===== config.mk =====
export PLATFORM = sky130hd
export DESIGN_NAME = multi_channel_event_timer
export DESIGN_NICKNAME = d
export VERILOG_FILES = /design/src/design/met_pkg.sv /design/src/design/met_channel.sv /design/src/design/met_result.sv /design/src/design/multi_channel_event_timer.sv
export SDC_FILE = /design/constraint.sdc
export NUM_CORES = 2
export LEC_CHECK = 0
export BUFFER_PORTS_ARGS = -buffer_cell sky130_fd_sc_hd__buf_2
export CAP_MARGIN = 30
export CORE_MARGIN = 5
export CORE_UTILIZATION = 40
export DETAILED_ROUTE_END_ITERATION = 12
export HOLD_SLACK_MARGIN = 0.12
export PLACE_DENSITY = 0.59
export SLEW_MARGIN = 20
export SYNTH_ARGS = -nofsm -noshare
export SYNTH_HDL_FRONTEND = slang
export SYNTH_SLANG_ARGS = --single-unit

===== constraint.sdc =====
create_clock -name i_clk -period 5.3 [get_ports i_clk]
set_input_delay 1.06 -clock i_clk [delete_from_list [all_inputs] [get_ports i_clk]]
set_output_delay 1.06 -clock i_clk [all_outputs]
set_load 0.01 [all_outputs]

===== src/design/met_pkg.sv =====
// ----------------------------------------------------------------------------
// met_pkg
// Shared types and constants of the multi-channel event timer.
// ----------------------------------------------------------------------------
package met_pkg;

    localparam int NUM_CHANNELS_DEF = 16;
    localparam int OPCODE_W         = 3;
    localparam int CHANNEL_W        = 4;
    localparam int TIMEOUT_W        = 32;
    localparam int MASK_W           = 16;

    typedef enum logic [OPCODE_W-1:0] {
        OP_TICK  = 3'd0,
        OP_SET   = 3'd1,
        OP_POST  = 3'd2,
        OP_CLEAR = 3'd3,
        OP_PEND  = 3'd4,
        OP_TEST  = 3'd5
    } t_opcode;

    // one registered request as it goes to the lanes and the result stage
    typedef struct packed {
        t_opcode                opcode;
        logic [CHANNEL_W-1:0]   channel;
        logic                   reload_flag;
        logic [TIMEOUT_W-1:0]   timeout_ticks;
    } t_cmd;

endpackage


===== src/design/met_channel.sv =====
// ----------------------------------------------------------------------------
// met_channel
// One timer lane: period, tick count and reload flag, with its fire pulse.
// ----------------------------------------------------------------------------
module met_channel
    import met_pkg::*;
(
    input  logic i_clk,
    input  logic i_rst_n,
    input  logic i_exec,
    input  logic i_sel,
    input  t_cmd i_cmd,
    output logic o_fire
);

    logic [TIMEOUT_W-1:0] r_period;
    logic [TIMEOUT_W-1:0] n_period;
    logic [TIMEOUT_W-1:0] r_count;
    logic [TIMEOUT_W-1:0] n_count;
    logic                 r_reload;
    logic                 n_reload;
    logic [TIMEOUT_W-1:0] w_count_inc;
    logic                 w_armed;

    assign w_armed     = (r_period != '0);
    assign w_count_inc = r_count + 1'b1;

    always_comb begin
        n_period = r_period;
        n_count  = r_count;
        n_reload = r_reload;
        o_fire   = 1'b0;
        if (i_exec) begin
            case (i_cmd.opcode)
                OP_TICK: begin
                    if (w_armed) begin
                        if (w_count_inc >= r_period) begin
                            n_count = '0;
                            o_fire  = 1'b1;
                            // one-shot lanes disarm on expiry
                            if (!r_reload) begin
                                n_period = '0;
                            end
                        end else begin
                            n_count = w_count_inc;
                        end
                    end
                end
                OP_SET: begin
                    if (i_sel) begin
                        n_period = i_cmd.timeout_ticks;
                        n_count  = '0;
                        n_reload = i_cmd.reload_flag;
                        o_fire   = (i_cmd.timeout_ticks == '0);
                    end
                end
                OP_POST: begin
                    if (i_sel) begin
                        n_period = '0;
                        n_count  = '0;
                        n_reload = 1'b0;
                        o_fire   = 1'b1;
                    end
                end
                OP_CLEAR: begin
                    if (i_sel) begin
                        n_period = '0;
                        n_count  = '0;
                        n_reload = 1'b0;
                    end
                end
                default: begin
                end
            endcase
        end
    end

    always_ff @(posedge i_clk) begin
        if (!i_rst_n) begin
            r_period <= '0;
            r_count  <= '0;
            r_reload <= 1'b0;
        end else begin
            r_period <= n_period;
            r_count  <= n_count;
            r_reload <= n_reload;
        end
    end

endmodule


===== src/design/met_result.sv =====
// ----------------------------------------------------------------------------
// met_result
// Pending and latched masks, and the registered result of each request.
// ----------------------------------------------------------------------------
module met_result
    import met_pkg::*;
#(
    parameter int NUM_CHANNELS = NUM_CHANNELS_DEF
) (
    input  logic                    i_clk,
    input  logic                    i_rst_n,
    input  logic                    i_exec,
    input  t_cmd                    i_cmd,
    input  logic [NUM_CHANNELS-1:0] i_sel,
    input  logic [NUM_CHANNELS-1:0] i_fire,
    input  logic                    i_out_stall,
    output logic                    o_out_free,
    output logic                    o_out_valid,
    output logic [MASK_W-1:0]       o_pending_mask,
    output logic                    o_event_hit
);

    localparam int EXT_W = (NUM_CHANNELS > MASK_W) ? NUM_CHANNELS : MASK_W;

    logic [NUM_CHANNELS-1:0] r_pending;
    logic [NUM_CHANNELS-1:0] n_pending;
    logic [NUM_CHANNELS-1:0] r_latched;
    logic [NUM_CHANNELS-1:0] n_latched;
    logic                    r_out_valid;
    logic [MASK_W-1:0]       r_pending_mask;
    logic                    r_event_hit;
    logic [MASK_W-1:0]       n_pending_mask;
    logic                    n_event_hit;
    logic [EXT_W-1:0]        w_pending_ext;

    assign o_out_free     = !r_out_valid || !i_out_stall;
    assign w_pending_ext  = EXT_W'(r_pending);

    always_comb begin
        n_pending      = r_pending;
        n_latched      = r_latched;
        n_pending_mask = '0;
        n_event_hit    = 1'b0;
        if (i_exec) begin
            case (i_cmd.opcode)
                OP_PEND: begin
                    // only the low channels reach the mask output
                    n_pending_mask = w_pending_ext[MASK_W-1:0];
                    n_latched      = r_pending;
                    n_pending      = '0;
                end
                OP_TEST: begin
                    n_event_hit = |(r_latched & i_sel);
                end
                default: begin
                    n_pending = r_pending | i_fire;
                end
            endcase
        end
    end

    always_ff @(posedge i_clk) begin
        if (!i_rst_n) begin
            r_pending   <= '0;
            r_latched   <= '0;
            r_out_valid <= 1'b0;
        end else begin
            r_pending <= n_pending;
            r_latched <= n_latched;
            if (i_exec) begin
                r_out_valid <= 1'b1;
            end else if (!i_out_stall) begin
                r_out_valid <= 1'b0;
            end
        end
    end

    always_ff @(posedge i_clk) begin
        if (i_exec) begin
            r_pending_mask <= n_pending_mask;
            r_event_hit    <= n_event_hit;
        end
    end

    assign o_out_valid    = r_out_valid;
    assign o_pending_mask = r_pending_mask;
    assign o_event_hit    = r_event_hit;

endmodule


===== src/design/multi_channel_event_timer.sv =====
// ----------------------------------------------------------------------------
// multi_channel_event_timer
// Bank of event timers with a pending mask, one request per cycle unless the output stalls.
// ----------------------------------------------------------------------------
// Usage:
// - input channel: i_in_valid / o_in_stall with opcode, channel, reload flag
//   and timeout; a request is taken on a clock edge with valid high and
//   stall low
// - output channel: o_out_valid / i_out_stall with pending_mask and
//   event_hit; every request gives exactly one result
// - an accepted request sits in the request register, which feeds the timer
//   lanes and result logic; these load the result register when it is not
//   holding a stalled result
// - one request per cycle unless the receiver stalls; all lanes count in
//   parallel on a tick; set, post, clear touch one lane, test one latched bit
// - when the receiver stalls, the result register holds its value; the
//   request register takes one more request if empty, then o_in_stall rises
// - synchronous reset disarms every lane, clears counts, reload flags and
//   both masks, and empties the request and result registers
// ----------------------------------------------------------------------------
module multi_channel_event_timer
    import met_pkg::*;
#(
    parameter int NUM_CHANNELS = NUM_CHANNELS_DEF
) (
    input  logic                 i_clk,
    input  logic                 i_rst_n,
    input  logic                 i_in_valid,
    output logic                 o_in_stall,
    input  logic [OPCODE_W-1:0]  i_opcode,
    input  logic [CHANNEL_W-1:0] i_channel,
    input  logic                 i_reload_flag,
    input  logic [TIMEOUT_W-1:0] i_timeout_ticks,
    output logic                 o_out_valid,
    input  logic                 i_out_stall,
    output logic [MASK_W-1:0]    o_pending_mask,
    output logic                 o_event_hit
);

    localparam int SEL_W = CHANNEL_W + 1;

    logic                    r_in_valid;
    t_cmd                    r_cmd;
    logic                    w_out_free;
    logic                    w_exec;
    logic [NUM_CHANNELS-1:0] w_sel;
    logic [NUM_CHANNELS-1:0] w_fire;

    assign w_exec     = r_in_valid && w_out_free;
    assign o_in_stall = r_in_valid && !w_out_free;

    always_ff @(posedge i_clk) begin
        if (!i_rst_n) begin
            r_in_valid <= 1'b0;
        end else if (!o_in_stall) begin
            r_in_valid <= i_in_valid;
        end
    end

    always_ff @(posedge i_clk) begin
        if (!o_in_stall && i_in_valid) begin
            r_cmd.opcode        <= t_opcode'(i_opcode);
            r_cmd.channel       <= i_channel;
            r_cmd.reload_flag   <= i_reload_flag;
            r_cmd.timeout_ticks <= i_timeout_ticks;
        end
    end

    for (genvar g = 0; g < NUM_CHANNELS; g++) begin : g_lane
        // channels at or above the lane count match no lane
        assign w_sel[g] = ({1'b0, r_cmd.channel} == SEL_W'(g));

        met_channel u_channel (
            .i_clk   (i_clk),
            .i_rst_n (i_rst_n),
            .i_exec  (w_exec),
            .i_sel   (w_sel[g]),
            .i_cmd   (r_cmd),
            .o_fire  (w_fire[g])
        );
    end

    met_result #(
        .NUM_CHANNELS (NUM_CHANNELS)
    ) u_result (
        .i_clk          (i_clk),
        .i_rst_n        (i_rst_n),
        .i_exec         (w_exec),
        .i_cmd          (r_cmd),
        .i_sel          (w_sel),
        .i_fire         (w_fire),
        .i_out_stall    (i_out_stall),
        .o_out_free     (w_out_free),
        .o_out_valid    (o_out_valid),
        .o_pending_mask (o_pending_mask),
        .o_event_hit    (o_event_hit)
    );

endmodule


==> key figures <==
Outcome
  – Status: complete, no violations

Clocking
  – H-tree depth: 4
  – Postcts setup bufs: 0
  – Worst-Skew Late Latency: 780 ps
  – Clk pin slew, worst setup/hold paths: 60 ps
  – Hold buffers post-CTS: 0
  – Number of CTS-inserted buffers: 132
  – Clock Path Buffers: 3
  – Clk sinks: 1131
  – Post-CTS resize count: 0
  – CTS tree: built
  – CTS root buf: clkbuf_16

Hold path
  – WHS Path Cells: 2
  – Hold Path Sink: g_lane[5].u_channel.r_count[31]
  – Hold/Removal Path Class: reg2reg
  – Hold_sp: g_lane[5].u_channel.r_count[31]

Setup path
  – Flop2flop setup slack: 490 ps
  – R2R Path End: g_lane[9].u_channel.r_count[20]
  – Worst-path maximum fanout: 25
  – Crit path DAT: 5480 ps
  – CP Capture Type: register
  – R2R Path Start: g_lane[9].u_channel.r_count[0]
  – Critical path start-end classification: reg2reg
  – CP required: 5960 ps
  – Setup crit start kind: register
  – R2R depth: 16

Synth
  – Synth Area in Simple Gates: 0.1752
  – Compound-Gate Fraction of Synth Area: 0.2066
  – Synth Area in XOR/XNOR: 0.06599
  – Post-Synth Adder-Cell Area: 0.1070
  – Synth unique cells: 105
  – Top FF cell, synth: dfxtp_1
  – Ys async rst share: 0
  – Sequential share of the synthesized area: 0.3761
  – Syn nets: 7576
  – Syn Area/Cell: 8.812 µm²
  – Yosys top cell area share: 0.3484
  – Mux cell area share after synthesis: 0.007703
  – Largest area contributor in the netlist: dfxtp_1
  – Ys Warns: 0
  – Synth Register Bits: 1131
  – Number of flops mapped to enable cells by yosys: 57
  – Mapped cell area: 0.06172 mm²
  – Top post-synthesis cells by area: dfxtp_1, ha_1, xnor2_1
  – Cells after Synth: 7004
  – Main combinational cell family by area after synthesis: compound AO/OA/AOI/OAI gates

Global route
  – GRT Resource Usage Total: 0.2254
  – Initial antenna violation count: 10
  – Grt total ovfl: 0
  – GRT busiest layer: met2
  – Vias in the first global route: 49920
  – Largest net degree at the start of global routing: 101
  – M1 GR Usage: 0.3117
  – First-pass GRT wire length: 290800 µm
  – Met3 GRT Util: 0.03396
  – Met2 usage in global routing: 0.3567

Timing
  – Final setup fails: 0
  – Slew HR: 0.3520
  – Skew final: 42.51 ps
  – Tcrit/Tclk final: 0.9080
  – Fin crit period: 4812 ps
  – Least-Margin Pin Slew: 969.6 ps
  – Pins Over Slew Limit: 0
  – RSZ-0062 raised after global routing: no
  – Fmax: 207.8 MHz
  – TNS Setup: 0 ps
  – Final Hold Violating Endpoints: 0

Placement
  – Placer congestion estimate: 0.8844
  – HPWL Detailed: 131400 µm
  – Dpl cells: 8905
  – Input/output buffers: 62

Floorplanning
  – Die area: 0.1623 mm²
  – Initial cell density of the core: 0.4016
  – Core ar.: 0.1537 mm²
  – Die Y: 402.8 µm
  – Ports: 63
  – Die X: 402.8 µm
  – FP Rows: 144

Pwr
  – Sequential share of power: 0.456
  – P_int: 14.53 mW
  – Switching Power: 4.400 mW
  – Clk pwr share: 0.514
  – Switch share: 0.2325
  – P per Cell Area: 274.0 mW/mm²
  – P_leak: 27.78 nW
  – Logic pwr share: 0.030
  – Peak VDD IR: 0.3383 mV

Routing
  – Post-DRT Antenna Nets: 0
  – Detailed-route via count: 52870
  – DRC errors left: 0
  – First drt pass iteration count: 6
  – DR vias/cell: 5.779
  – Initial detailed-routing violation count: 4499
  – WL/cell: 20.84 µm
  – Total Routed Length: 190700 µm

Final layout
  – Layout area overhead: 11.90%
  – Nets: 7568
  – Share of layout cells above drive strength 1: 0.07845
  – Non-Filler Instances: 9148

Run
  – Max-cap violations: 0
## per-stage QoR
step | utilization | instance area [µm²] | setup WS [ps] | hold slack (ps) | power [mW]
final | 0.4494 | 69070 | 487.8 | 450.6 | 18.93
after global routing | 0.4493 | 69060 | 62.91 | 419.6 | 19.49
after CTS | 0.4493 | 69050 | 526.1 | 395.3 | 19.12
after detailed placement | 0.4191 | 64420 | 602.3 | 448.7 | 9.376
after global placement | 0.4188 | 64360 | 717.8 | 438.3 | 9.372
after floorplan | - | 61720 | 1315 | 429.8 | 9.083
## layout make-up
| cell class | count | area (µm²) |
|---|---|---|
| antenna | 4 | 10.01 |
| multi-input combinational | 4919 | 34860 |
| sequential | 1131 | 23210 |
| timing repair buffer | 226 | 1590 |
| tap | 2044 | 2557 |
| clock inverter | 69 | 975.9 |
| inverter | 586 | 2208 |
| fill | 14840 | 84620 |
| clock buffer | 169 | 3656 |
## logic make-up after synthesis
family	Yosys count
and+or+nand+nor	2099
AOI/OAI and AO/OA	1780
DFF	1131
buffers and inverters	954
adders and majority gates	528
xor gates and xnor gates	465
muxes	47
## Yosys cell counts (39+ instances only)
master,n
edfxtp_1,57
nand4_1,169
a21o_1,216
xor2_1,146
a22oi_1,110
a22o_1,187
and2_1,40
o31ai_1,49
a32o_1,110
o2bb2ai_1,162
clkbuf_1,254
nand2_1,565
nor4_1,178
nor3_1,95
a21oi_1,276
o21ai_0,279
dfxtp_1,1074
inv_1,584
and3_1,135
o22ai_1,133
ha_1,528
nand2b_1,42
nor2_1,391
mux2i_1,43
nand3_1,261
buf_2,84
and4_1,39
xnor2_1,319
## power groups by stage
stage | registers [mW] | clock network (mW) | logic [mW]
finish | 8.64 | 9.72 | 0.564
global route | 8.63 | 10.3 | 0.586
CTS | 8.64 | 9.93 | 0.555
detailed placement | 8.82 | 0 | 0.552
global placement | 8.82 | 0 | 0.548
floorplan | 8.81 | 0 | 0.272
## flip-flops by register name (all words and copies together), names as in the netlist
name,cells
u_result.r_latched,16
u_result.o_pending_mask,16
r_in_valid,1
g_lane.u_channel.r_count,512
u_result.r_pending,16
r_cmd,40
g_lane.u_channel.r_period,512
g_lane.u_channel.r_reload,16
u_result.o_event_hit,1
u_result.o_out_valid,1
## cell usage in the layout, fill, tap and decap left out, types with 35 or more instances in the layout
cell type	instances
inv_1	583
nand4_1	169
dfxtp_1	1074
and2_1	40
o31ai_1	49
mux2i_1	43
buf_2	61
xnor2_1	319
nor2_1	386
edfxtp_1	57
nor4_1	178
and3_1	135
nand2b_1	42
a32o_1	110
and4_1	39
nand3_1	261
a22o_1	187
o21ai_0	278
a211oi_1	35
a22oi_1	109
a21oi_1	267
clkbuf_16	135
o22ai_1	133
buf_4	158
o2bb2ai_1	162
nor3_1	95
nand2_1	564
xor2_1	146
a21o_1	216
ha_1	528
## per-layer routing
layer  vias to the layer above  share of wire
li1                      25500              -
met1                     25530           0.45
met2                      1504           0.44
met3                       335          0.067
met4                         0          0.037
met5                         -              0
## worst max path at each step
stage,slack (ps),depth (start not counted),endpoint,startpoint
after global routing,60,16,g_lane[9].u_channel.r_count[20],g_lane[9].u_channel.r_count[0]
after CTS,530,17,g_lane[9].u_channel.r_count[20],g_lane[9].u_channel.r_count[0]
after global placement,720,15,g_lane[10].u_channel.r_period[13],g_lane[10].u_channel.r_count[2]
after detailed placement,600,17,g_lane[9].u_channel.r_count[20],g_lane[9].u_channel.r_count[0]
final,490,16,g_lane[9].u_channel.r_count[20],g_lane[9].u_channel.r_count[0]
after floorplan,1320,19,g_lane[0].u_channel.r_count[28],g_lane[0].u_channel.r_count[6]
## worst max-delay path, cell delays in order (launching register included)
cell and delay, ps:
dfxtp_1 420, ha_1 290, and3_1 220, nand3_1 160, nor3_2 320, nand2_1 200
nor3_4 450, nand2_1 150, xnor2_1 210, ha_1 250, and4_1 200, a221oi_1 360
o21a_1 230, nand3_2 270, nor2_4 520, o21ai_0 210, a31oi_1 210
(Power assumes the default switching activity.)
